--- src/rtl/core/sha_pkg.sv ---
// SHA-256 package: round constants, initial hash values, helper functions
// and the request type passed from the byte front end to the compression core.
// No dependencies.
package sha_pkg;

    localparam logic [31:0] RoundK [64] = '{
        32'h428a2f98, 32'h71374491, 32'hb5c0fbcf, 32'he9b5dba5,
        32'h3956c25b, 32'h59f111f1, 32'h923f82a4, 32'hab1c5ed5,
        32'hd807aa98, 32'h12835b01, 32'h243185be, 32'h550c7dc3,
        32'h72be5d74, 32'h80deb1fe, 32'h9bdc06a7, 32'hc19bf174,
        32'he49b69c1, 32'hefbe4786, 32'h0fc19dc6, 32'h240ca1cc,
        32'h2de92c6f, 32'h4a7484aa, 32'h5cb0a9dc, 32'h76f988da,
        32'h983e5152, 32'ha831c66d, 32'hb00327c8, 32'hbf597fc7,
        32'hc6e00bf3, 32'hd5a79147, 32'h06ca6351, 32'h14292967,
        32'h27b70a85, 32'h2e1b2138, 32'h4d2c6dfc, 32'h53380d13,
        32'h650a7354, 32'h766a0abb, 32'h81c2c92e, 32'h92722c85,
        32'ha2bfe8a1, 32'ha81a664b, 32'hc24b8b70, 32'hc76c51a3,
        32'hd192e819, 32'hd6990624, 32'hf40e3585, 32'h106aa070,
        32'h19a4c116, 32'h1e376c08, 32'h2748774c, 32'h34b0bcb5,
        32'h391c0cb3, 32'h4ed8aa4a, 32'h5b9cca4f, 32'h682e6ff3,
        32'h748f82ee, 32'h78a5636f, 32'h84c87814, 32'h8cc70208,
        32'h90befffa, 32'ha4506ceb, 32'hbef9a3f7, 32'hc67178f2
    };

    localparam logic [31:0] InitH [8] = '{
        32'h6a09e667, 32'hbb67ae85, 32'h3c6ef372, 32'ha54ff53a,
        32'h510e527f, 32'h9b05688c, 32'h1f83d9ab, 32'h5be0cd19
    };

    localparam logic [7:0] PadByte = 8'h80;
    localparam int unsigned LenPos = 56;
    localparam int unsigned BlockBytes = 64;
    localparam int unsigned CountWidth = 61;
    localparam int unsigned QueueDepth = 2;

    typedef logic [31:0] word_t;
    typedef word_t [15:0] block_t;
    typedef word_t [7:0] chain_t;

    // One compression request: a full block, and whether it closes the message.
    typedef struct packed {
        block_t block;
        logic   final_blk;
    } comp_req_t;

    typedef enum logic [1:0] {
        CORE_IDLE,
        CORE_ROUND,
        CORE_ADD
    } core_state_t;

    typedef enum logic [1:0] {
        FE_COLLECT,
        FE_PAD_FIRST,
        FE_PAD_SECOND
    } fe_state_t;

    function automatic word_t ror32(input word_t x, input int unsigned n);
        ror32 = (x >> n) | (x << (32 - n));
    endfunction

endpackage

--- src/rtl/core/sha_queue.sv ---
// Short request queue between the front end and the compression core.
// Depends on sha_pkg.
module sha_queue (
    input  logic              clk,
    input  logic              rst_n,
    input  sha_pkg::comp_req_t in_req,
    input  logic              in_valid,
    output logic              in_ready,
    output sha_pkg::comp_req_t out_req,
    output logic              out_valid,
    input  logic              out_ready
);
    import sha_pkg::*;

    comp_req_t  mem [QueueDepth];
    logic [0:0] wr_ptr_reg, rd_ptr_reg;
    logic [1:0] cnt_reg;
    logic       wr_en, rd_en;

    assign in_ready = cnt_reg != 2'(QueueDepth);
    assign out_valid = cnt_reg != 2'd0;
    assign wr_en = in_valid && in_ready;
    assign rd_en = out_valid && out_ready;
    assign out_req = mem[rd_ptr_reg];

    always_ff @(posedge clk)
    begin
        if (wr_en)
        begin
            mem[wr_ptr_reg] <= in_req;
        end
    end

    always_ff @(posedge clk or negedge rst_n)
    begin
        if (!rst_n)
        begin
            wr_ptr_reg <= '0;
            rd_ptr_reg <= '0;
            cnt_reg <= '0;
        end
        else
        begin
            if (wr_en)
            begin
                wr_ptr_reg <= wr_ptr_reg + 1'b1;
            end
            if (rd_en)
            begin
                rd_ptr_reg <= rd_ptr_reg + 1'b1;
            end
            cnt_reg <= cnt_reg + {1'b0, wr_en} - {1'b0, rd_en};
        end
    end

endmodule

--- config.mk ---
export PLATFORM = sky130hd
export DESIGN_NAME = sha_queue
export DESIGN_NICKNAME = d
export VERILOG_FILES = /design/src/rtl/core/sha_pkg.sv /design/src/rtl/core/sha_queue.sv
export SDC_FILE = /design/constraint.sdc
export NUM_CORES = 1
export LEC_CHECK = 0
export ABC_CLOCK_PERIOD_IN_PS = 73500
export BUFFER_PORTS_ARGS = -buffer_cell sky130_fd_sc_hd__buf_2
export CAP_MARGIN = 20
export CORE_AREA = 2 2 398 400
export DETAILED_ROUTE_END_ITERATION = 12
export DIE_AREA = 0 0 400 402
export PLACE_DENSITY = 0.43
export REMOVE_ABC_BUFFERS = 1
export SYNTH_ARGS = -nofsm -noshare
export SYNTH_HDL_FRONTEND = slang
export SYNTH_SLANG_ARGS = --single-unit
--- constraint.sdc ---
create_clock -name clk -period 73.5 [get_ports clk]
set_clock_uncertainty 0.15 [all_clocks]
set_input_delay 7.35 -clock clk [delete_from_list [all_inputs] [get_ports clk]]
set_output_delay 7.35 -clock clk [all_outputs]
set_load 0.01 [all_outputs]
# == Word-level counts from Yosys, hierarchy flattened ==
# Memories as Yosys holds them, arrays and structs flattened.
# Index checks and enable logic that the tools add are counted.
# word_totals
register_bits,4
ram_bits,1026
input_bits,517
output_inout_bits,515
wordCells,14
n_memories,1
# op_classes
n_addsub,4
eq_ne,1
muxes,2
n_reduce_logical,3
# mem_list
memory,words,word_bits,read_ports,rd_ports_with_merged_regs,wr,line,text
mem,2,513,1,0,1,sha_queue.sv:15,comp_req_t mem [QueueDepth];
# op_table
op,count
$add 1x1->1 const B,2
$add 2x1->2,1
$logic_and 1x1->1,2
$mux 1,2
$ne 2x2->1 const B,1
$reduce_bool 2->1,1
$sub 2x1->2,1

# == Depth between registers and ports, before layout ==
# logic_depth
ltp_word,4
mapped_depth,5
ltp_nobuf,5

# == Worst setup path after synthesis ==
# Ideal clock, no wire load.
# synth_timing
kind,input port to flip-flop
start,in in_valid
end,"mem mem[0][0] (netlist bit), enable pin"
setup_ps,1400
arrival_time_ps,28643
t_required_ps,71950
path_slack_ps,43307
cell_stages,2
cell_sequence,nand2_1 > nor2_1
# synth_via
elab_chain_cells,3
# synth_rtl
element,line,text
start: declaration,sha_queue.sv:7,"input logic in_valid,"
$logic_and 1x1->1,sha_queue.sv:22,assign wr_en = in_valid && in_ready;
$mux 1,sha_queue.sv:28,if (wr_en)
$mux 1 (not written as such),sha_queue.sv:30,mem[wr_ptr_reg] <= in_req;
end: declaration,sha_queue.sv:15,
# No other way between the ends.

==> summary.txt <==
Clock network
  • Clock buffer count from CTS: about 110
  • Buffers inserted during post-CTS setup optimization: 0
  • CTS hold repair buffers: 0
  • H-Tree Depth: 3
  • Clock-pin slew of the registers on the worst-case setup and hold paths: ~60 ps
  • Number of resized instances in the post-cts repair step: 0
  • Clock root buffer master: sky130_fd_sc_hd__clkbuf_16
  • Sink Count: approximately 1000
  • Clk_lat worst skew: roughly 700 ps
  • Maximum buffer depth of the clock tree: 3
  • CTS tree: built

Synthesis
  • Biggest area contributors in the synthesized netlist: sky130_fd_sc_hd__edfxtp_1 78%, sky130_fd_sc_hd__mux2_4 18%, sky130_fd_sc_hd__mux2_2 1.5%, sky130_fd_sc_hd__buf_8 1.1%, sky130_fd_sc_hd__buf_6 0.63%
  • Sequential share of the synthesized area: between 70 and 80%
  • Number of instances in the synthesized netlist: between 1500 and 2000
  • Post-synth design cell area: 0.0393 sq mm
  • Number of enable flip-flop cells after synthesis: 1026
  • Synthesis-stage register bit count: between 1000 and 1500
  • Dominant cell by count in the synthesized netlist: sky130_fd_sc_hd__edfxtp_1
  • Synth Flop Type: sky130_fd_sc_hd__edfxtp_1
  • Post-synth top area cell: sky130_fd_sc_hd__edfxtp_1
  • Synthesized area per cell: 24.3 sq um
  • Post-synth top area share: 78.5%
  • Number of unique standard cell types used by synthesis: 20
  • Async SR Flop Fraction: 0.388%
  • Most instantiated cells after synthesis: 1026 x sky130_fd_sc_hd__edfxtp_1, 460 x sky130_fd_sc_hd__mux2_4, 53 x sky130_fd_sc_hd__mux2_2, 30 x sky130_fd_sc_hd__buf_8, 22 x sky130_fd_sc_hd__buf_6
  • Yosys warns: 0

Power and ir drop
  • Final Total Pwr: between 2 and 2.5 mW
  • Maximum resistive drop on vdd: 0.0310 mV
  • Power Density: ~41 mW/mm^2
  • Lkg Pwr: between 15 and 20 nW

Final layout
  • Number of filler cells placed in the layout: between 15000 and 20000
  • Final cell count without fillers: between 4000 and 5000
  • Layout cell share with drive strength beyond 1: between 60% and 70%
  • Growth of design area from synthesis to finish: 27.2%
  • Post-layout nets: around 3200
  • Largest register FFs: approximately 1000
  • Final instance area: between 0.04 and 0.05 sq mm

Critical path
  • Series of cell instances along the critical path: buf_4, buf_4, buf_4, buf_12, mux2_4, buf_2
  • Worst setup EP type: output pin
  • Max stage delay cell, worst path: sky130_fd_sc_hd__dfrtp_4
  • Critical path's largest stage delay: approximately 1100 ps
  • CP dominant cell by count: sky130_fd_sc_hd__buf_4
  • Largest delay share family, worst path: buffers and inverters
  • Element type at the critical path start: flip-flop
  • Crit path arrival time: approximately 5600 ps
  • CP Class: flip-flop to output pin
  • Bufs and invs on worst path: 5
  • Peak fanout along the critical path: roughly 120
  • Worst EP required: 66000 ps

Routing
  • Post-DR wirelength/cell: about 23 um
  • Via density: 4.04
  • First-iteration detailed-routing DRC count: ~1200
  • Antenna-violating nets left: 0
  • Number of remaining DRC errors: 0
  • First drt pass iteration count: 5
  • Final wirelength: roughly 110000 um
  • Total via count after detailed routing: between 15000 and 20000

Floorplan
  • Count of pins on the block boundary: 1032
  • Standard-cell row count: ~150
  • Starting density of the core: 25.0%
  • Die extent in y: roughly 400 um
  • Die width: about 400 um
  • Placeable core region: approximately 0.16 sq mm
  • Die Footprint: ~0.16 sq mm

Placed design
  • Cell area after placement: 0.0465 sq mm
  • Number of port buffers: between 1000 and 1500
  • Post-Place Cells: 4687
  • Routability congestion estimate from global placement: 0.887
  • HPWL reported at the end of detailed placement: 83600 um

STA
  • Worst hold slack: 413 ps
  • Final period util: 17.9%
  • Setup repair after global routing missed its margin: false
  • Relative slew margins: 30.7%
  • Min Clock Period, post-route: roughly 13000 ps
  • Highest clock rate: ~76 MHz
  • Total Negative Setup Slacks: 0 ps
  • Setup violators final: 0
  • Final-report max-slew violation count: 0
  • Slew of the pin with the lowest slew margin: between 1000 and 1500 ps
  • Final-report hold violation count: 0

Global route
  • Overall Global Routing Usage: about an eighth
  • Gr ovfl total: 0
  • Wire length of the first global-routing pass: 153000 um
  • Vias in the first global route: between 20000 and 25000
  • Initial antenna violation count: 74
  • Largest net degree at the start of global routing: about 150

Flow run
  • Max-Cap Viols: 0

Status
  • Outcome: finished clean

Hold path
  • Kind of path behind the tightest hold check: flip-flop to flip-flop
==> through the flow <==
step	utilization, %	setup WS, ps
finish	31.8	60370
floorplan	-	43310
global placement	29.6	61090
detailed placement	29.6	60950
CTS	31.7	60220
global route	31.8	60070
==> cell usage in the layout, fill, tap and decap left out <==
cell type,synthesis,final
sky130_fd_sc_hd__inv_6,0,1
sky130_fd_sc_hd__diode_2,0,31
sky130_fd_sc_hd__nor2_4,0,1
sky130_fd_sc_hd__dfrtp_1,4,3
sky130_fd_sc_hd__or2_2,1,1
sky130_fd_sc_hd__clkinv_1,0,26
sky130_fd_sc_hd__a211oi_1,1,1
sky130_fd_sc_hd__buf_2,5,1031
sky130_fd_sc_hd__edfxtp_1,1026,1026
sky130_fd_sc_hd__clkinv_2,0,15
sky130_fd_sc_hd__clkinv_4,0,1
sky130_fd_sc_hd__nor2_1,3,2
sky130_fd_sc_hd__clkinvlp_4,0,2
sky130_fd_sc_hd__inv_8,0,1
sky130_fd_sc_hd__buf_4,0,21
sky130_fd_sc_hd__clkbuf_16,0,116
sky130_fd_sc_hd__ha_1,1,1
sky130_fd_sc_hd__dfrtp_4,0,1
sky130_fd_sc_hd__mux2_2,53,53
sky130_fd_sc_hd__xnor2_1,3,3
sky130_fd_sc_hd__nor2b_1,1,1
sky130_fd_sc_hd__buf_12,0,2
sky130_fd_sc_hd__clkbuf_1,0,36
sky130_fd_sc_hd__nand2b_1,1,1
sky130_fd_sc_hd__clkinv_16,0,4
sky130_fd_sc_hd__nand3_1,1,1
sky130_fd_sc_hd__o21ai_0,1,1
sky130_fd_sc_hd__a32oi_1,1,1
sky130_fd_sc_hd__a21bo_2,1,1
sky130_fd_sc_hd__and3_4,0,1
sky130_fd_sc_hd__mux2_4,460,460
sky130_fd_sc_hd__nand2_1,2,2
==> worst reg2reg max path, stage by stage (launching register included) <==
cell	delay, ps
sky130_fd_sc_hd__dfrtp_1	450
sky130_fd_sc_hd__nand2b_1	200
sky130_fd_sc_hd__and3_4	790
sky130_fd_sc_hd__buf_4	850
sky130_fd_sc_hd__buf_4	930
sky130_fd_sc_hd__buf_4	810
sky130_fd_sc_hd__buf_4	910
==> kinds of logic after synthesis <==
| logic type | Yosys count | synth area share (%) |
|---|---|---|
| simple gates | 10 | 0.124 |
| xor+xnor | 3 | 0.0669 |
| compound gates | 4 | 0.0797 |
| flops | 1030 | 78.7 |
| mux | 513 | 19.1 |
| buf+inv | 57 | 1.84 |
| fa+ha+maj | 1 | 0.0319 |
==> layer usage <==
| layer | vias up | wire length, um | track usage, % |
|---|---|---|---|
| met2 | 846 | 57600 | 23.4 |
| met1 | 9882 | 38100 | 13.2 |
| li1 | 8748 | - | - |
| met5 | - | 547 | 0 |
| met4 | 82 | 4850 | 6.59 |
| met3 | 305 | 11800 | 6.13 |
==> report_power, final <==
group | switching [mW] | total, mW | leakage, nW | internal [mW]
clock network | 0.226 | 0.515 | 1.63 | 0.289
logic | 0.349 | 0.658 | 8.21 | 0.309
registers | 0.0476 | 0.853 | 9.59 | 0.805
==> layout make-up <==
cell class	count	area (sq um)	area share [%]
tap	2072	2590	5.19
sequential	1030	30900	61.9
clock buffer	152	3040	6.08
timing repair buffer	1054	5360	10.7
clock inverter	50	337	0.674
multi-input combinational	531	7630	15.3
antenna	31	77.6	0.155
==> path summary, 6_finish.rpt <==
kind / from / to / slack (ps) / depth (start not counted)
max: rd_ptr_reg / out_req[255] / 60370 / 6
min: wr_ptr_reg / wr_ptr_reg / 410 / 1
max reg2reg: cnt_reg[0] / mem[1][314] / 67930 / 6
min reg2reg: wr_ptr_reg / wr_ptr_reg / 410 / 1
max in group asynchronous: rst_n / rd_ptr_reg / 66760 / 1
min in group asynchronous: rst_n / wr_ptr_reg / 6290 / 1
Power figures use the tool's default switching activity.
