`src/rtl/core/sha_pkg.sv`:
```
// SHA-256 package: round constants, initial hash values, helper functions
// and the request type passed from the byte front end to the compression core.
// No dependencies.
package sha_pkg;

    localparam logic [31:0] RoundK [64] = '{
        32'h428a2f98, 32'h71374491, 32'hb5c0fbcf, 32'he9b5dba5,
        32'h3956c25b, 32'h59f111f1, 32'h923f82a4, 32'hab1c5ed5,
        32'hd807aa98, 32'h12835b01, 32'h243185be, 32'h550c7dc3,
        32'h72be5d74, 32'h80deb1fe, 32'h9bdc06a7, 32'hc19bf174,
        32'he49b69c1, 32'hefbe4786, 32'h0fc19dc6, 32'h240ca1cc,
        32'h2de92c6f, 32'h4a7484aa, 32'h5cb0a9dc, 32'h76f988da,
        32'h983e5152, 32'ha831c66d, 32'hb00327c8, 32'hbf597fc7,
        32'hc6e00bf3, 32'hd5a79147, 32'h06ca6351, 32'h14292967,
        32'h27b70a85, 32'h2e1b2138, 32'h4d2c6dfc, 32'h53380d13,
        32'h650a7354, 32'h766a0abb, 32'h81c2c92e, 32'h92722c85,
        32'ha2bfe8a1, 32'ha81a664b, 32'hc24b8b70, 32'hc76c51a3,
        32'hd192e819, 32'hd6990624, 32'hf40e3585, 32'h106aa070,
        32'h19a4c116, 32'h1e376c08, 32'h2748774c, 32'h34b0bcb5,
        32'h391c0cb3, 32'h4ed8aa4a, 32'h5b9cca4f, 32'h682e6ff3,
        32'h748f82ee, 32'h78a5636f, 32'h84c87814, 32'h8cc70208,
        32'h90befffa, 32'ha4506ceb, 32'hbef9a3f7, 32'hc67178f2
    };

    localparam logic [31:0] InitH [8] = '{
        32'h6a09e667, 32'hbb67ae85, 32'h3c6ef372, 32'ha54ff53a,
        32'h510e527f, 32'h9b05688c, 32'h1f83d9ab, 32'h5be0cd19
    };

    localparam logic [7:0] PadByte = 8'h80;
    localparam int unsigned LenPos = 56;
    localparam int unsigned BlockBytes = 64;
    localparam int unsigned CountWidth = 61;
    localparam int unsigned QueueDepth = 2;

    typedef logic [31:0] word_t;
    typedef word_t [15:0] block_t;
    typedef word_t [7:0] chain_t;

    // One compression request: a full block, and whether it closes the message.
    typedef struct packed {
        block_t block;
        logic   final_blk;
    } comp_req_t;

    typedef enum logic [1:0] {
        CORE_IDLE,
        CORE_ROUND,
        CORE_ADD
    } core_state_t;

    typedef enum logic [1:0] {
        FE_COLLECT,
        FE_PAD_FIRST,
        FE_PAD_SECOND
    } fe_state_t;

    function automatic word_t ror32(input word_t x, input int unsigned n);
        ror32 = (x >> n) | (x << (32 - n));
    endfunction

endpackage

```
`src/rtl/core/sha_core.sv`:
```
// Compression core: one SHA-256 round per cycle with a rolling 16-word
// schedule window, and a one-entry result register. Depends on sha_pkg.
module sha_core (
    input  logic              clk,
    input  logic              rst_n,
    input  sha_pkg::comp_req_t req,
    input  logic              req_valid,
    output logic              req_ready,
    output sha_pkg::chain_t   digest,
    output logic              empty,
    input  logic              pop
);
    import sha_pkg::*;

    core_state_t state_reg, state_next;
    chain_t      chain_reg;
    chain_t      v_reg, v_next;
    block_t      w_reg, w_next;
    logic [5:0]  round_reg;
    logic        final_reg;
    chain_t      out_reg;
    logic        out_valid_reg;
    word_t       wt, s1, ch, t1, s0, mj, sg0, sg1;

    assign digest = out_reg;
    assign empty = !out_valid_reg;
    // A closing block waits until the result register is free.
    assign req_ready = (state_reg == CORE_IDLE) &&
                       (!req.final_blk || !out_valid_reg || pop);

    always_comb
    begin
        sg0 = ror32(w_reg[1], 7) ^ ror32(w_reg[1], 18) ^ (w_reg[1] >> 3);
        sg1 = ror32(w_reg[14], 17) ^ ror32(w_reg[14], 19) ^ (w_reg[14] >> 10);
        wt = w_reg[0];
        s1 = ror32(v_reg[4], 6) ^ ror32(v_reg[4], 11) ^ ror32(v_reg[4], 25);
        ch = (v_reg[4] & v_reg[5]) ^ (~v_reg[4] & v_reg[6]);
        t1 = v_reg[7] + s1 + ch + RoundK[round_reg] + wt;
        s0 = ror32(v_reg[0], 2) ^ ror32(v_reg[0], 13) ^ ror32(v_reg[0], 22);
        mj = (v_reg[0] & v_reg[1]) ^ (v_reg[0] & v_reg[2]) ^ (v_reg[1] & v_reg[2]);
        v_next = v_reg;
        v_next[7] = v_reg[6];
        v_next[6] = v_reg[5];
        v_next[5] = v_reg[4];
        v_next[4] = v_reg[3] + t1;
        v_next[3] = v_reg[2];
        v_next[2] = v_reg[1];
        v_next[1] = v_reg[0];
        v_next[0] = t1 + s0 + mj;
        // Window shifts down; the new word is W[t+16].
        for (int i = 0; i < 15; i++)
        begin
            w_next[i] = w_reg[i+1];
        end
        w_next[15] = w_reg[0] + sg0 + w_reg[9] + sg1;
    end

    always_comb
    begin
        state_next = state_reg;
        unique case (state_reg)
            CORE_IDLE:
            begin
                if (req_valid && req_ready)
                begin
                    state_next = CORE_ROUND;
                end
            end
            CORE_ROUND:
            begin
                if (round_reg == 6'd63)
                begin
                    state_next = CORE_ADD;
                end
            end
            CORE_ADD:
            begin
                state_next = CORE_IDLE;
            end
            default:
            begin
                state_next = CORE_IDLE;
            end
        endcase
    end

    always_ff @(posedge clk or negedge rst_n)
    begin
        if (!rst_n)
        begin
            state_reg <= CORE_IDLE;
            round_reg <= '0;
            final_reg <= 1'b0;
            out_valid_reg <= 1'b0;
            for (int i = 0; i < 8; i++)
            begin
                chain_reg[i] <= InitH[i];
            end
        end
        else
        begin
            state_reg <= state_next;
            if (pop && out_valid_reg)
            begin
                out_valid_reg <= 1'b0;
            end
            unique case (state_reg)
                CORE_IDLE:
                begin
                    round_reg <= '0;
                    if (req_valid && req_ready)
                    begin
                        final_reg <= req.final_blk;
                    end
                end
                CORE_ROUND:
                begin
                    round_reg <= round_reg + 1'b1;
                end
                CORE_ADD:
                begin
                    if (final_reg)
                    begin
                        for (int i = 0; i < 8; i++)
                        begin
                            chain_reg[i] <= InitH[i];
                        end
                        out_valid_reg <= 1'b1;
                    end
                    else
                    begin
                        for (int i = 0; i < 8; i++)
                        begin
                            chain_reg[i] <= chain_reg[i] + v_reg[i];
                        end
                    end
                end
                default:
                begin
                    round_reg <= '0;
                end
            endcase
        end
    end

    always_ff @(posedge clk)
    begin
        unique case (state_reg)
            CORE_IDLE:
            begin
                v_reg <= chain_reg;
                w_reg <= req.block;
            end
            CORE_ROUND:
            begin
                v_reg <= v_next;
                w_reg <= w_next;
            end
            CORE_ADD:
            begin
                // Only a closing block writes the digest, and only after the previous one was popped.
                if (final_reg)
                begin
                    for (int i = 0; i < 8; i++)
                    begin
                        out_reg[i] <= chain_reg[i] + v_reg[i];
                    end
                end
            end
            default:
            begin
                v_reg <= v_reg;
            end
        endcase
    end

endmodule

```
`config.mk`:
```
export PLATFORM = sky130hd
export DESIGN_NAME = sha_core
export DESIGN_NICKNAME = d
export VERILOG_FILES = /design/src/rtl/core/sha_pkg.sv /design/src/rtl/core/sha_core.sv
export SDC_FILE = /design/constraint.sdc
export NUM_CORES = 2
export LEC_CHECK = 0
export ABC_AREA = 1
export BUFFER_PORTS_ARGS = -buffer_cell sky130_fd_sc_hd__buf_2
export CORE_UTILIZATION = 45
export DETAILED_ROUTE_END_ITERATION = 16
export PLACE_DENSITY = 0.7
export SYNTH_ARGS = -nofsm -noshare
export SYNTH_HDL_FRONTEND = slang
export SYNTH_SLANG_ARGS = --single-unit
```
`constraint.sdc`:
```
create_clock -name clk -period 16.1 [get_ports clk]
set_input_delay 4.83 -clock clk [delete_from_list [all_inputs] [get_ports clk]]
set_output_delay 4.83 -clock clk [all_outputs]
set_load 0.02 [all_outputs]
```
# Word-level counts from Yosys, hierarchy flattened
# Memory sizes are Yosys's and may differ from the RTL's.
# Cells that the tools add are included.
# Widths: inputs -> output; s select.
# totals
register_bits	1290
mem_bits_ro	2048
inputBits	517
memories	1
# memory_table
memory	words	width	rd	rd_ports_with_merged_regs	wr	line_no	text
(no name shown)	64	32	1	0	0	sha_core.sv:38	t1 = v_reg[7] + s1 + ch + RoundK[round_reg] + wt;
# op_classes
addsub	19
n_lt_le_gt_ge	1
eq_ne	5
muxes	12
bitwise	28
reduce_logical	12
# ops
op	n
$pmux 512 s2	1
$add 32x32->32	18
$pmux 256 s2	1
$xor 32x32->32	9
$mux 256	1
$and 32x32->32	5
$mux 32	2
$not 32->32	1
$or 10x32->32	1
$or 13x32->32	1
$or 14x32->32	1
$or 15x32->32	1
$or 19x32->32	1
$or 21x32->32	1
$or 25x32->32	1
$or 26x32->32	1
$or 30x32->32	1
$or 7x32->32	1
$xor 32x22->32	1
$xor 32x29->32	1
$pmux 6 s2	1
$ge 7x7->1 const B	1
$not 6->7	1
$add 6x1->6 const B	1
other kinds (14)	23

# Depth between registers and ports, before layout
# logic_depth
ltp_word	10
mapped_depth	41

# Worst setup path before layout
# Ideal clock, no wire load.
# synth_path
path_type	flip-flop to flip-flop
startpoint	reg state_reg[1]
endpoint	reg out_reg (netlist bit digest[0]) (enable)
setup_time_ns	0.879
arrival_time_ns	17.034
required_ns	15.221
setup_slack_ns	-1.813
path_stages_with_launch	7
cell_sequence	dfrtp_1 > inv_2 > nor2_4 > inv_2 > clkbuf_1 > buf_1 > nor2_1
# synth_via
elab_chain_len	2
# synth_lines
item	line_no	text
from (decl)	sha_core.sv:15	core_state_t state_reg, state_next;
from (signal assigned)	sha_core.sv:102	state_reg <= state_next;
$eq 2x2->1	sha_core.sv:148	unique case (state_reg)
$reduce_and 2->1 (no line)	-	
to (signal, indexed assignment)	sha_core.sv:166	out_reg[i] <= chain_reg[i] + v_reg[i];
to (decl)	sha_core.sv:21	chain_t out_reg;
# Every way passes these cells.
# A chain may end at the register's enable or synchronous reset.

# Worst setup path in the final report
# layout_path
startpoint	in req[0] (netlist bit)
endpoint	out req_ready
# layout_via
elab_chain_len	4
# layout_lines
item	line_no	text
from (decl)	sha_core.sv:6	input sha_pkg::comp_req_t req,
$logic_not 1->1	sha_core.sv:29	(!req.final_blk || !out_valid_reg || pop);
$logic_or 1x1->1 (2 in series)	sha_core.sv:29	
$logic_and 1x1->1	sha_core.sv:28	assign req_ready = (state_reg == CORE_IDLE) &&
to (decl)	sha_core.sv:8	output logic req_ready,
# Every way passes these cells.

==> impl_metrics.json <==
{
  "dr_total_vias": 70620,
  "worstSetupPathType": "in -> out",
  "drt_wl_total_um": 314000,
  "yosys.area.top_type": "edfxtp_1",
  "dieArea_um2": 185000,
  "grt_pass1_vias": 67280,
  "cts_buffer_depth": 3,
  "reg2reg_depth": 30,
  "place_hpwl_um": 245500,
  "slew_viol_final": 0,
  "ys_seq_area_frac": 0.4556,
  "numCtsBuffers": 144,
  "io_pins": 775,
  "finalClockSkew_ns": 0.03875,
  "yosys_warnings": 0,
  "clkLatencyLatePin_ns": 0.84,
  "htreeDepth": 4,
  "fin_hold_ws_ns": 0.4864,
  "ys_async_sr_fraction": 0.2062,
  "critical_path.slowest_cell": "nor2_1",
  "maxCapViolations": 0,
  "synthCells": 9598,
  "antenna_left": 0,
  "synth.distinct_cells": 78,
  "worstReg2RegStart": "round_reg[0]",
  "clkPwrFrac": 0.488,
  "clk_pin_slew_ns": 0.06,
  "die-height_um": 430.1,
  "crit_top_cell": "buf_2",
  "crit_family": "buffers and inverters",
  "drt_pass1_iterations": 8,
  "register_area_um2": 37580,
  "grt_max_degree": 222,
  "rows": 156,
  "crit_path_start_kind": "input port",
  "antenna_found_initial": 53,
  "setup_violations": 0,
  "clkSinkCount": 1290,
  "synthesis.nets": 10710,
  "p_seq_frac": 0.499,
  "p_int_uw": 5600,
  "core_area_um2": 181300,
  "finalCritPeriodShare": 0.6781,
  "largest_reg_flops": 480,
  "rsz0062_at_grt": "false",
  "clockRootBuffer": "clkbuf_16",
  "hold_viol": 0,
  "critPathMaxFanout": 2,
  "critPathCapture": "req_ready",
  "finalPower_uw": 7123,
  "tritoncts": "built",
  "multi_input_area_um2": 38860,
  "drc": 0,
  "grt_use_total": 0.3326,
  "fin_tns_setup_ns": 0,
  "synth_area_leaders": "edfxtp_1, nand2_1, ha_1",
  "area_delta_synth_final_pct": 13.33,
  "fmax_mhz": 91.60,
  "required_ns": 11.27,
  "overflow": 0,
  "critPathArrivalTime_ns": 6.09,
  "status": "complete, no violations",
  "critPathCaptureType": "output pin",
  "drive_above_1_share": 0.1302,
  "synth-seq-cells": 1290,
  "layout_min_cycle_time_ns": 10.92,
  "vdd_drop_max_mv": 0.08791,
  "ctsResizeCount": 0,
  "wire_per_inst_um": 24.60,
  "dr.first_iter.drc_count": 7887,
  "placed_area_um2": 88460,
  "initial_core_util": 0.4549,
  "leakagePower_uw": 0.04523,
  "die_w_um": 430.1,
  "power_frac_comb": 0.012,
  "synth_top_cell_area_share": 0.3728,
  "cp_num_buf_inv": 3,
  "crit_chain": "buf_2 > inv_1 > o21ai_0 > nor2_1 > buf_2",
  "ctsHoldBuffers": 0,
  "final.fill_count": 17070,
  "synth_top_flop_cell": "edfxtp_1",
  "post-cts-setup-buffers": 0,
  "synth_edf_count": 1024,
  "relSlewSlack": 0.1975,
  "final_util": 0.5155,
  "p_per_area_nw_per_um2": 76.21,
  "reg2reg_to": "v_next[51]",
  "nets": 11350,
  "worstMarginPinSlew_ns": 1.191,
  "finalInstanceArea_um2": 93470,
  "crit_path_start": "req[0]",
  "p_switching_uw": 1523,
  "vias_per_cell": 5.532,
  "place.gp.congestion": 0.9913,
  "swShare": 0.2138,
  "synth.avg_cell_area_um2": 8.593,
  "numPortBuffers": 774,
  "rrSetupSlack_ns": 7.56,
  "cp_num_cells": 5,
  "max_stage_delay_ns": 0.53,
  "grt_pass1_wl_um": 451300,
  "syn_area_um2": 82480,
  "min_path_type": "reg -> reg"
}
==> stage by stage <==
step,worst slack [ns],instances
floorplan,2.530,9598
global placement,5.153,12470
detailed placement,5.208,12470
CTS,5.203,12730
global route,5.149,12750
finish,5.183,12770
==> cell usage after synthesis (17+ instances only) <==
cell type and instances:
nor2_1 400, nand3b_1 25, buf_2 62, a21o_1 63, o22ai_1 136, o21ai_0 589
nand4_1 47, nand2_2 38, dfstp_2 136, xor2_1 263, a21oi_1 500, nand2_1 3061
o21a_1 19, a31oi_1 33, o21ai_1 32, clkbuf_1 241, o21ai_2 26, nand3_1 266
fa_1 197, inv_1 1253, o21bai_1 77, nor4_1 17, ha_1 395, and2_1 31
xnor2_1 201, nor3_1 84, dfrtp_1 130, edfxtp_1 1024
==> worst register-to-register path, delay by kind of cell (launching register included) <==
family,cells,cell delay (ns)
xor+xnor,1,0.57
flops,1,0.78
fa+ha+maj,6,2.61
buf+inv,6,0.96
simple gates,7,1.05
compound gates,10,2.31
==> power groups by stage <==
stage / Sequential [uW] / Clock (uW) / Combinational (uW)
floorplan: 3620 / 0 / 0.0824
global placement: 3620 / 0 / 88.1
detailed placement: 3620 / 0 / 88.1
CTS: 3560 / 3530 / 88.7
global route: 3560 / 3630 / 94.9
finish: 3560 / 3480 / 87.9
==> worst min path at each step <==
stage | end | start | slack, ns | cells after the start
floorplan | chain_reg[0] | chain_reg[0] | 0.46 | 2
global placement | chain_reg[192] | chain_reg[192] | 0.47 | 2
detailed placement | chain_reg[192] | chain_reg[192] | 0.48 | 2
CTS | chain_reg[192] | chain_reg[192] | 0.49 | 2
global route | chain_reg[192] | chain_reg[192] | 0.51 | 2
finish | chain_reg[130] | chain_reg[130] | 0.49 | 2
==> cells by family (layout without fill, tap and decap cells) <==
kind of cell	after synthesis	count (layout)	share of synthesized area
DFF	1290	1290	0.4556
and+or+nand+nor	4017	4017	0.1965
buffers and inverters	1586	2349	0.07339
muxes	14	14	0.001911
other	0	34	0
adders and majority gates	594	594	0.1080
xor gates and xnor gates	470	470	0.05046
AOI/OAI and AO/OA	1627	1627	0.1142
==> per-layer routing <==
metal,vias up,share of wire,GRT usage
li1,32860,-,-
met1,33900,0.42,0.4660
met2,3234,0.44,0.4982
met3,598,0.088,0.06423
met4,28,0.050,0.1491
met5,-,0.00054,0
==> placed cells by master, fill, tap and decap left out, types with 26 or more instances in the layout <==
cell type	Yosys	final
buf_4	6	48
nor2_1	400	399
dfrtp_1	130	130
a31oi_1	33	33
o21bai_1	77	77
nand2_1	3061	3061
a21o_1	63	63
a21oi_1	500	500
diode_2	0	34
inv_1	1253	1252
clkbuf_16	0	146
o22ai_1	136	136
ha_1	395	395
xnor2_1	201	201
nand3_1	266	266
nand2_2	38	38
o21ai_2	26	26
xor2_1	263	263
dfstp_2	136	136
and2_1	31	31
buf_2	62	773
fa_1	197	197
nor3_1	84	84
nand4_1	47	47
o21ai_1	32	32
o21ai_0	589	589
edfxtp_1	1024	1024
==> final cells by class <==
class,count,area share
clock inverters,86,0.01165
clock buffers,177,0.04108
multi-input cells,6722,0.4158
diodes,34,0.0009102
repair buffers,825,0.04605
inverters,1261,0.05083
flip-flops and latches,1290,0.4020
well taps,2370,0.03172
Power figures use the tool's default switching activity.
