`src/rtl/core/sha_pkg.sv`:
```
// SHA-256 package: round constants, initial hash values, helper functions
// and the request type passed from the byte front end to the compression core.
// No dependencies.
package sha_pkg;

    localparam logic [31:0] RoundK [64] = '{
        32'h428a2f98, 32'h71374491, 32'hb5c0fbcf, 32'he9b5dba5,
        32'h3956c25b, 32'h59f111f1, 32'h923f82a4, 32'hab1c5ed5,
        32'hd807aa98, 32'h12835b01, 32'h243185be, 32'h550c7dc3,
        32'h72be5d74, 32'h80deb1fe, 32'h9bdc06a7, 32'hc19bf174,
        32'he49b69c1, 32'hefbe4786, 32'h0fc19dc6, 32'h240ca1cc,
        32'h2de92c6f, 32'h4a7484aa, 32'h5cb0a9dc, 32'h76f988da,
        32'h983e5152, 32'ha831c66d, 32'hb00327c8, 32'hbf597fc7,
        32'hc6e00bf3, 32'hd5a79147, 32'h06ca6351, 32'h14292967,
        32'h27b70a85, 32'h2e1b2138, 32'h4d2c6dfc, 32'h53380d13,
        32'h650a7354, 32'h766a0abb, 32'h81c2c92e, 32'h92722c85,
        32'ha2bfe8a1, 32'ha81a664b, 32'hc24b8b70, 32'hc76c51a3,
        32'hd192e819, 32'hd6990624, 32'hf40e3585, 32'h106aa070,
        32'h19a4c116, 32'h1e376c08, 32'h2748774c, 32'h34b0bcb5,
        32'h391c0cb3, 32'h4ed8aa4a, 32'h5b9cca4f, 32'h682e6ff3,
        32'h748f82ee, 32'h78a5636f, 32'h84c87814, 32'h8cc70208,
        32'h90befffa, 32'ha4506ceb, 32'hbef9a3f7, 32'hc67178f2
    };

    localparam logic [31:0] InitH [8] = '{
        32'h6a09e667, 32'hbb67ae85, 32'h3c6ef372, 32'ha54ff53a,
        32'h510e527f, 32'h9b05688c, 32'h1f83d9ab, 32'h5be0cd19
    };

    localparam logic [7:0] PadByte = 8'h80;
    localparam int unsigned LenPos = 56;
    localparam int unsigned BlockBytes = 64;
    localparam int unsigned CountWidth = 61;
    localparam int unsigned QueueDepth = 2;

    typedef logic [31:0] word_t;
    typedef word_t [15:0] block_t;
    typedef word_t [7:0] chain_t;

    // One compression request: a full block, and whether it closes the message.
    typedef struct packed {
        block_t block;
        logic   final_blk;
    } comp_req_t;

    typedef enum logic [1:0] {
        CORE_IDLE,
        CORE_ROUND,
        CORE_ADD
    } core_state_t;

    typedef enum logic [1:0] {
        FE_COLLECT,
        FE_PAD_FIRST,
        FE_PAD_SECOND
    } fe_state_t;

    function automatic word_t ror32(input word_t x, input int unsigned n);
        ror32 = (x >> n) | (x << (32 - n));
    endfunction

endpackage

```
`src/rtl/core/sha_front.sv`:
```
// Byte front end: packs bytes into 64-byte blocks, appends padding and the
// bit length, and issues compression requests. Depends on sha_pkg.
module sha_front (
    input  logic              clk,
    input  logic              rst_n,
    input  logic              push,
    output logic              full,
    input  logic [7:0]        data_byte,
    input  logic              has_byte,
    input  logic              last,
    output sha_pkg::comp_req_t req,
    output logic              req_valid,
    input  logic              req_ready
);
    import sha_pkg::*;

    fe_state_t              state_reg, state_next;
    block_t                 block_reg, block_next;
    logic [CountWidth-1:0]  count_reg, count_next;
    logic                   pend_reg, pend_next;
    logic                   pend_final_reg, pend_final_next;
    logic                   accept;
    logic [5:0]             pos;
    logic [63:0]            bit_len;

    assign full = (state_reg != FE_COLLECT) || pend_reg;
    assign accept = push && !full;
    assign req_valid = pend_reg;
    assign req.block = block_reg;
    assign req.final_blk = pend_final_reg;
    assign bit_len = {count_reg, 3'b000};

    always_comb
    begin
        state_next = state_reg;
        block_next = block_reg;
        count_next = count_reg;
        pend_next = pend_reg;
        pend_final_next = pend_final_reg;
        pos = count_reg[5:0];
        if (pend_reg && req_ready)
        begin
            pend_next = 1'b0;
            if (pend_final_reg)
            begin
                count_next = '0;
            end
        end
        unique case (state_reg)
            FE_COLLECT:
            begin
                if (accept)
                begin
                    if (has_byte)
                    begin
                        block_next[pos[5:2]][8*(3-pos[1:0]) +: 8] = data_byte;
                        count_next = count_reg + 1'b1;
                        if (pos == 6'd63)
                        begin
                            pend_next = 1'b1;
                            pend_final_next = 1'b0;
                        end
                    end
                    if (last)
                    begin
                        state_next = FE_PAD_FIRST;
                    end
                end
            end
            FE_PAD_FIRST:
            begin
                // Pad the block being filled; spill to a second block if
                // the length does not fit behind the pad byte.
                if (!pend_reg)
                begin
                    for (int b = 0; b < BlockBytes; b++)
                    begin
                        if (b == int'(pos))
                        begin
                            block_next[b/4][8*(3-(b%4)) +: 8] = PadByte;
                        end
                        else if (b > int'(pos))
                        begin
                            block_next[b/4][8*(3-(b%4)) +: 8] = 8'h00;
                        end
                    end
                    pend_next = 1'b1;
                    if (int'(pos) >= LenPos)
                    begin
                        pend_final_next = 1'b0;
                        state_next = FE_PAD_SECOND;
                    end
                    else
                    begin
                        block_next[14] = bit_len[63:32];
                        block_next[15] = bit_len[31:0];
                        pend_final_next = 1'b1;
                        state_next = FE_COLLECT;
                    end
                end
            end
            FE_PAD_SECOND:
            begin
                if (!pend_reg)
                begin
                    block_next = '0;
                    block_next[14] = bit_len[63:32];
                    block_next[15] = bit_len[31:0];
                    pend_next = 1'b1;
                    pend_final_next = 1'b1;
                    state_next = FE_COLLECT;
                end
            end
            default:
            begin
                state_next = FE_COLLECT;
            end
        endcase
    end

    always_ff @(posedge clk or negedge rst_n)
    begin
        if (!rst_n)
        begin
            state_reg <= FE_COLLECT;
            count_reg <= '0;
            pend_reg <= 1'b0;
            pend_final_reg <= 1'b0;
        end
        else
        begin
            state_reg <= state_next;
            count_reg <= count_next;
            pend_reg <= pend_next;
            pend_final_reg <= pend_final_next;
        end
    end

    always_ff @(posedge clk)
    begin
        block_reg <= block_next;
    end

endmodule

```
`config.mk`:
```
export PLATFORM = sky130hd
export DESIGN_NAME = sha_front
export DESIGN_NICKNAME = d
export VERILOG_FILES = /design/src/rtl/core/sha_pkg.sv /design/src/rtl/core/sha_front.sv
export SDC_FILE = /design/constraint.sdc
export NUM_CORES = 1
export LEC_CHECK = 0
export ABC_AREA = 1
export BUFFER_PORTS_ARGS = -buffer_cell sky130_fd_sc_hd__buf_4
export CAP_MARGIN = 40
export CELL_PAD_IN_SITES_DETAIL_PLACEMENT = 1
export CELL_PAD_IN_SITES_GLOBAL_PLACEMENT = 2
export CORE_MARGIN = 2
export CORE_UTILIZATION = 37
export CTS_BUF_LIST = sky130_fd_sc_hd__clkbuf_16
export DETAILED_ROUTE_END_ITERATION = 10
export PLACE_DENSITY = 0.89
export SKIP_CTS_REPAIR_TIMING = 1
export SYNTH_ARGS = -nofsm -noshare
export SYNTH_HDL_FRONTEND = slang
export SYNTH_SLANG_ARGS = --single-unit
```
`constraint.sdc`:
```
create_clock -name clk -period 6.7 [get_ports clk]
set_clock_uncertainty 0.2 [all_clocks]
set_input_delay 1.34 -clock clk [delete_from_list [all_inputs] [get_ports clk]]
set_output_delay 1.34 -clock clk [all_outputs]
set_load 0.03 [all_outputs]
```
**After elaboration in Yosys (flattened, before gate mapping)**

Cells that the tools add are included.

- $add $sub $neg: 3
- Order comparisons: 66
- Equality and inequality tests: 136
- Shift-type cells: 2
- Muxes and demuxes: 160
- Reduce and logical (&&, ||, !) cells: 76

Operators by type and width:

| kind | number |
|---|---|
| 512-bit two-way mux | 4 |
| 512-bit one-hot mux with 3 select lines | 1 |
| 8-bit two-way mux | 127 |
| 512-bit bitwise mux | 1 |
| 6-bit AND reduction | 65 |
| 61-bit two-way mux | 5 |
| 6-bit equality test (first input constant) | 32 |
| 6-bit greater-than comparator (first input constant) | 32 |
| 3-bit != test (second input constant) | 55 |
| 32-bit demux with 4-bit select | 1 |
| 5-bit by 6-bit equality test with 1-bit output (first input constant) | 16 |
| 5-bit by 6-bit greater-than comparator with 1-bit output (first input constant) | 16 |
| 64-bit two-way mux | 1 |
| 61-bit by 1-bit adder with 61-bit output (second input constant) | 1 |
| 4-bit by 6-bit equality test with 1-bit output (first input constant) | 8 |
| 4-bit by 6-bit greater-than comparator with 1-bit output (first input constant) | 8 |
| 32-bit negation with 34-bit output | 1 |
| 8-bit by 34-bit variable shift with 32-bit output (first input constant) | 1 |
| 8-bit by 34-bit indexed part select with 32-bit output | 1 |
| 32-bit two-way mux | 1 |
| 4-bit != test (second input constant) | 8 |
| 3-bit by 6-bit equality test with 1-bit output (first input constant) | 4 |
| 3-bit by 6-bit greater-than comparator with 1-bit output (first input constant) | 4 |
| 2-bit != test (second input constant) | 7 |
| other kinds (25) | 43 |

- Register bits after elaboration: 577
- Input bits: 14
- Output and inout port bits: 515
- Logic and storage cells: 511

**Longest topological paths before layout**

- Word-level depth: 9
- Mapped depth: 12
- Mapped depth without buffers: 11

**Least setup slack after synthesis**

No wires, ideal clock.

- Kind: in2reg
- From: in push
- To: reg (tool-made name)
- Library setup time: 0.386 ns
- Arrival: 2.942 ns
- Required time: 6.114 ns
- Setup slack: 3.172 ns
- Stages: 8
- Buffers on the path: 2
- Cells stage by stage: nand3_4 > inv_2 > nand2_4 > nand2_1 > nand3_2 > buf_2 > buf_2 > a211oi_1

RTL lines:

| what | line | source |
|---|---|---|
| from (decl) | sha_front.sv:6 | `input logic push,` |

**Worst setup path after layout**

- From: reg state_reg[0]
- To: reg block_reg (netlist bit req[107]) (enable)

- Cells in the longest elaborated chain, start to end: 6
- Elaborated cells between the ends (all ways): 14
- Classes of those cells: eq/ne: 7; reduce/logical: 7

RTL lines:

| what | line | source |
|---|---|---|
| from (decl) | sha_front.sv:17 | `fe_state_t state_reg, state_next;` |
| from (signal assigned) | sha_front.sv:132 | `state_reg <= state_next;` |
| 2-bit nonzero test | sha_front.sv:26 | `assign full = (state_reg != FE_COLLECT) \|\| pend_reg;` |
| 1-bit logical OR | sha_front.sv:26 |  |
| 1-bit logical NOT | sha_front.sv:27 | `assign accept = push && !full;` |
| 1-bit logical AND | sha_front.sv:27 |  |
| 2-bit != test (no line) | -- |  |
| 6-bit AND reduction (no line) * | -- |  |
| to (signal assigned) | sha_front.sv:141 | `block_reg <= block_next;` |
| to (decl) | sha_front.sv:18 | `block_t block_reg, block_next;` |

Mark *: on every way between the ends. The rest lies on a longest branch, timed or not.
A chain may end at the register's enable or synchronous reset.

==> results list <==
* Leakage: 14.1 nW
- Final Cycle Share: 67.1%
- CP max stage delay: 0.59 ns
* Sequential cell area fraction in the yosys report: 61.6%
- Summing internal, switching and leakage power gives 0.0212 W.
- Cell taking the most area after synthesis: sky130_fd_sc_hd__edfxtp_1
* Via/cell ratio: 5.78
* Achievable frequency: 0.222 GHz
- CTS tree: built
- Counting flops with an async set or reset pin after synthesis yields a share of 11.3%.
* Post-route design area: 35100 um^2
* Worst VDD drop: 0.294 mV
- Most common library cell in the layout ignoring fill and taps: sky130_fd_sc_hd__buf_4
- The total count of max-transition violations in the final report is 0.
- Of all nets on the critical path, the largest fanout is 40.
* Worst min-delay path category: reg2reg
- Data arrival time of the critical path: 4.57 ns
- The synthesized design contains 577 register bits.
- For the pin with the worst max-slew slack, the measured transition is 0.919 ns.
- From bottom edge to top edge, the die measures 277 um.
- At the end of routability-driven placement, the weighted congestion stood at 0.921.
- The worst setup path is launched from a register.
* Die Footprint: 76800 um^2
- In the layout the commonest cells are sky130_fd_sc_hd__buf_4, sky130_fd_sc_hd__nor2_1, sky130_fd_sc_hd__edfxtp_1, sky130_fd_sc_hd__a21oi_1, sky130_fd_sc_hd__nand2_1.
- Antenna Violating Nets Remaining: 0
- Count of endpoints failing hold in the final timing report: 0
* IO Pins: 529
* H-tree depth: 3
- Averaged over all synthesized cells, the footprint is 9.67 um^2.
* Final nets: 3394
- The floorplan has 100 rows.
* Number of warnings reported in the yosys synthesis log: 0
- Buffers placed on the I/O ports in this run total 528.
- Relative to the synthesized area, the layout overhead comes to 27.1%.
* Number of buffers created by CTS: 66
- Synth cell types: 46
- For this run, design rule violations remaining after detail routing come to 0.
- The initial antenna violation count came to 6.
* Cells taking the most area after synthesis: sky130_fd_sc_hd__edfxtp_1, sky130_fd_sc_hd__nor2_1, sky130_fd_sc_hd__dfrtp_1, sky130_fd_sc_hd__a21oi_1, sky130_fd_sc_hd__o21ai_0
- The clock net in this run drives a total of 577 sinks.
* Bufs on Longest Clock Path: 3
- Clock root buffer: sky130_fd_sc_hd__clkbuf_16
- Power spread over the standard cell area amounts to 604 nW/um^2.
- In the final timing run, aggregate negative setup slack is 0 ns.
- The core region is 74100 um^2.
* Aggregate global routing overflow: 0
- For this block, the initial DRC count from the detailed router was 2186.
- The tightest hold path in the finished design has a slack of 0.327 ns.
* Data required time at the worst endpoint: 6.78 ns
- Setup repair after global routing left no endpoint under its margin.
- Final Setup Violations: 0
- Total via count in the routed design: 25300
* Reg2reg end: req[107]$_DFFE_PP_
- Critical path, cell by cell: inv_1 -> ha_4 -> nand3_4 -> inv_2 -> nand2_4 -> nand2_1 -> nand3_4 -> buf_4 -> nor2_1 -> o31ai_1 -> inv_1
- Remaining max-slew budget at the tightest pin: 38.5%
* Number of antenna cells inserted: 0
* Leading register cell type out of synthesis: sky130_fd_sc_hd__edfxtp_1
- In the global route stage, overall resource usage came out at 31.8%.
- Vias in the first global route: 25700
- After detailed routing, the total wire length is 125 mm.
- The synthesized design contains 512 enable-type register cells.
- After synthesis the cells add up to 27600 um^2.
* Half-perimeter wire length of the detailed placement result: 92.2 mm
- CP max-delay cell: sky130_fd_sc_hd__nor2_1
- The worst register-to-register path begins at state_reg[0]$_DFFE_PN0P_.
- Counting every instance in the synthesized netlist gives 2854.
- Timing startpoint of the critical path: state_reg[0]$_DFFE_PN0P_
- Total cell area at the placement stage: 33000 um^2
* Shortest clock period the worst path allows after layout: 4.50 ns
- Area share of the largest cell type after synthesis: 55.7%
- The critical path ends at req[107]$_DFFE_PP_.
* Worst reg2reg setup slack: 2.20 ns
- The run finished with clean final reports.
- STA classifies the critical path endpoint as a register.
- Wire length of the first global-routing pass: 180 mm
- Clock latency on the worst-skew pair, taken at its later pin, is 0.62 ns.
- Fraction of layout cells with a size suffix above 1: 21.2%
* DR pass1 iterations: 5
- At the end of the flow the core is filled with cells to 47.3%.
- Entering global routing, the biggest net connects 97 pins.
* Chip width: 277 um
- Number of max-capacitance violations reported: 0
- Counting every net in the synthesized netlist gives 2879.
* Clock transition at path regs: 0.06 ns
* WS Path Type: reg2reg
- Worst reg2reg path depth: 11
- Dividing the detail-routed wire length by the instance count gives 28.4 um.
- Once the floorplan was initialized, standard cells occupied 37.2% of the core.
worst max-delay path: cells and delay by family, from the launching register on:
| kind | cells | cell delay [ns] |
|---|---|---|
| flops | 1 | 0.40 |
| simple gates | 5 | 1.58 |
| buf+inv | 4 | 1.32 |
| compound gates | 1 | 0.35 |
| fa+ha+maj | 1 | 0.25 |
power breakdown:
| part | switching, W | internal [W] | leakage (nW) |
|---|---|---|---|
| Combinational | 0.00714 | 0.00292 | 6.99 |
| Clock | 0.00154 | 0.00199 | 1.05 |
| Sequential | 0.00124 | 0.00634 | 6.01 |
synthesized netlist by cell type, types with 36 or more instances:
cell type                    n
sky130_fd_sc_hd__edfxtp_1  512
sky130_fd_sc_hd__dfrtp_1    65
sky130_fd_sc_hd__o22ai_1    50
sky130_fd_sc_hd__nor3_1     61
sky130_fd_sc_hd__a21oi_1   324
sky130_fd_sc_hd__nor2_1    529
sky130_fd_sc_hd__nand2_1   295
sky130_fd_sc_hd__o21ai_0   223
sky130_fd_sc_hd__clkbuf_1   81
sky130_fd_sc_hd__buf_2      36
sky130_fd_sc_hd__nand3_1   194
sky130_fd_sc_hd__inv_1     242
metrics by stage:
stage,setup WS [ns],instances
after CTS,2.19,4382
after detailed placement,1.63,4268
after global routing,1.94,4384
after global placement,1.75,4237
after floorplan,3.17,2854
final,2.20,4384
logic make-up after synthesis:
group                      after synthesis  share of synthesized area [%]
and+or+nand+nor                       1156                           17.8
muxes                                    1                         0.0363
AOI/OAI and AO/OA                      708                           14.2
buffers and inverters                  401                           5.76
DFF                                    577                           61.6
adders and majority gates               11                          0.499
per-layer routing:
layer / vias up / share of wire [%] / track usage (%)
li1: 11000 / - / -
met1: 12700 / 39 / 39.8
met2: 1335 / 47 / 51.8
met3: 260 / 9.3 / 7.71
met4: 10 / 5.0 / 15.0
met5: - / 0.051 / 0
how the worst min path moves through the flow:
stage	from	end	depth (start not counted)
after floorplan	pend_final_reg$_DFFE_PN0P_	pend_final_reg$_DFFE_PN0P_	2
after global placement	pend_final_reg$_DFFE_PN0P_	pend_final_reg$_DFFE_PN0P_	2
after detailed placement	pend_final_reg$_DFFE_PN0P_	pend_final_reg$_DFFE_PN0P_	2
after CTS	pend_final_reg$_DFFE_PN0P_	pend_final_reg$_DFFE_PN0P_	2
after global routing	pend_final_reg$_DFFE_PN0P_	pend_final_reg$_DFFE_PN0P_	2
final	pend_final_reg$_DFFE_PN0P_	pend_final_reg$_DFFE_PN0P_	2
layout make-up:
class	instances	area, um^2
clock buffer	68	1700
clock inverter	46	334
fill	8337	39000
inverter	263	990
multi-input combinational	1876	9030
sequential	577	17000
tap	969	1210
timing repair buffer	585	4800
No activity file was read; power rests on OpenSTA's default activity.
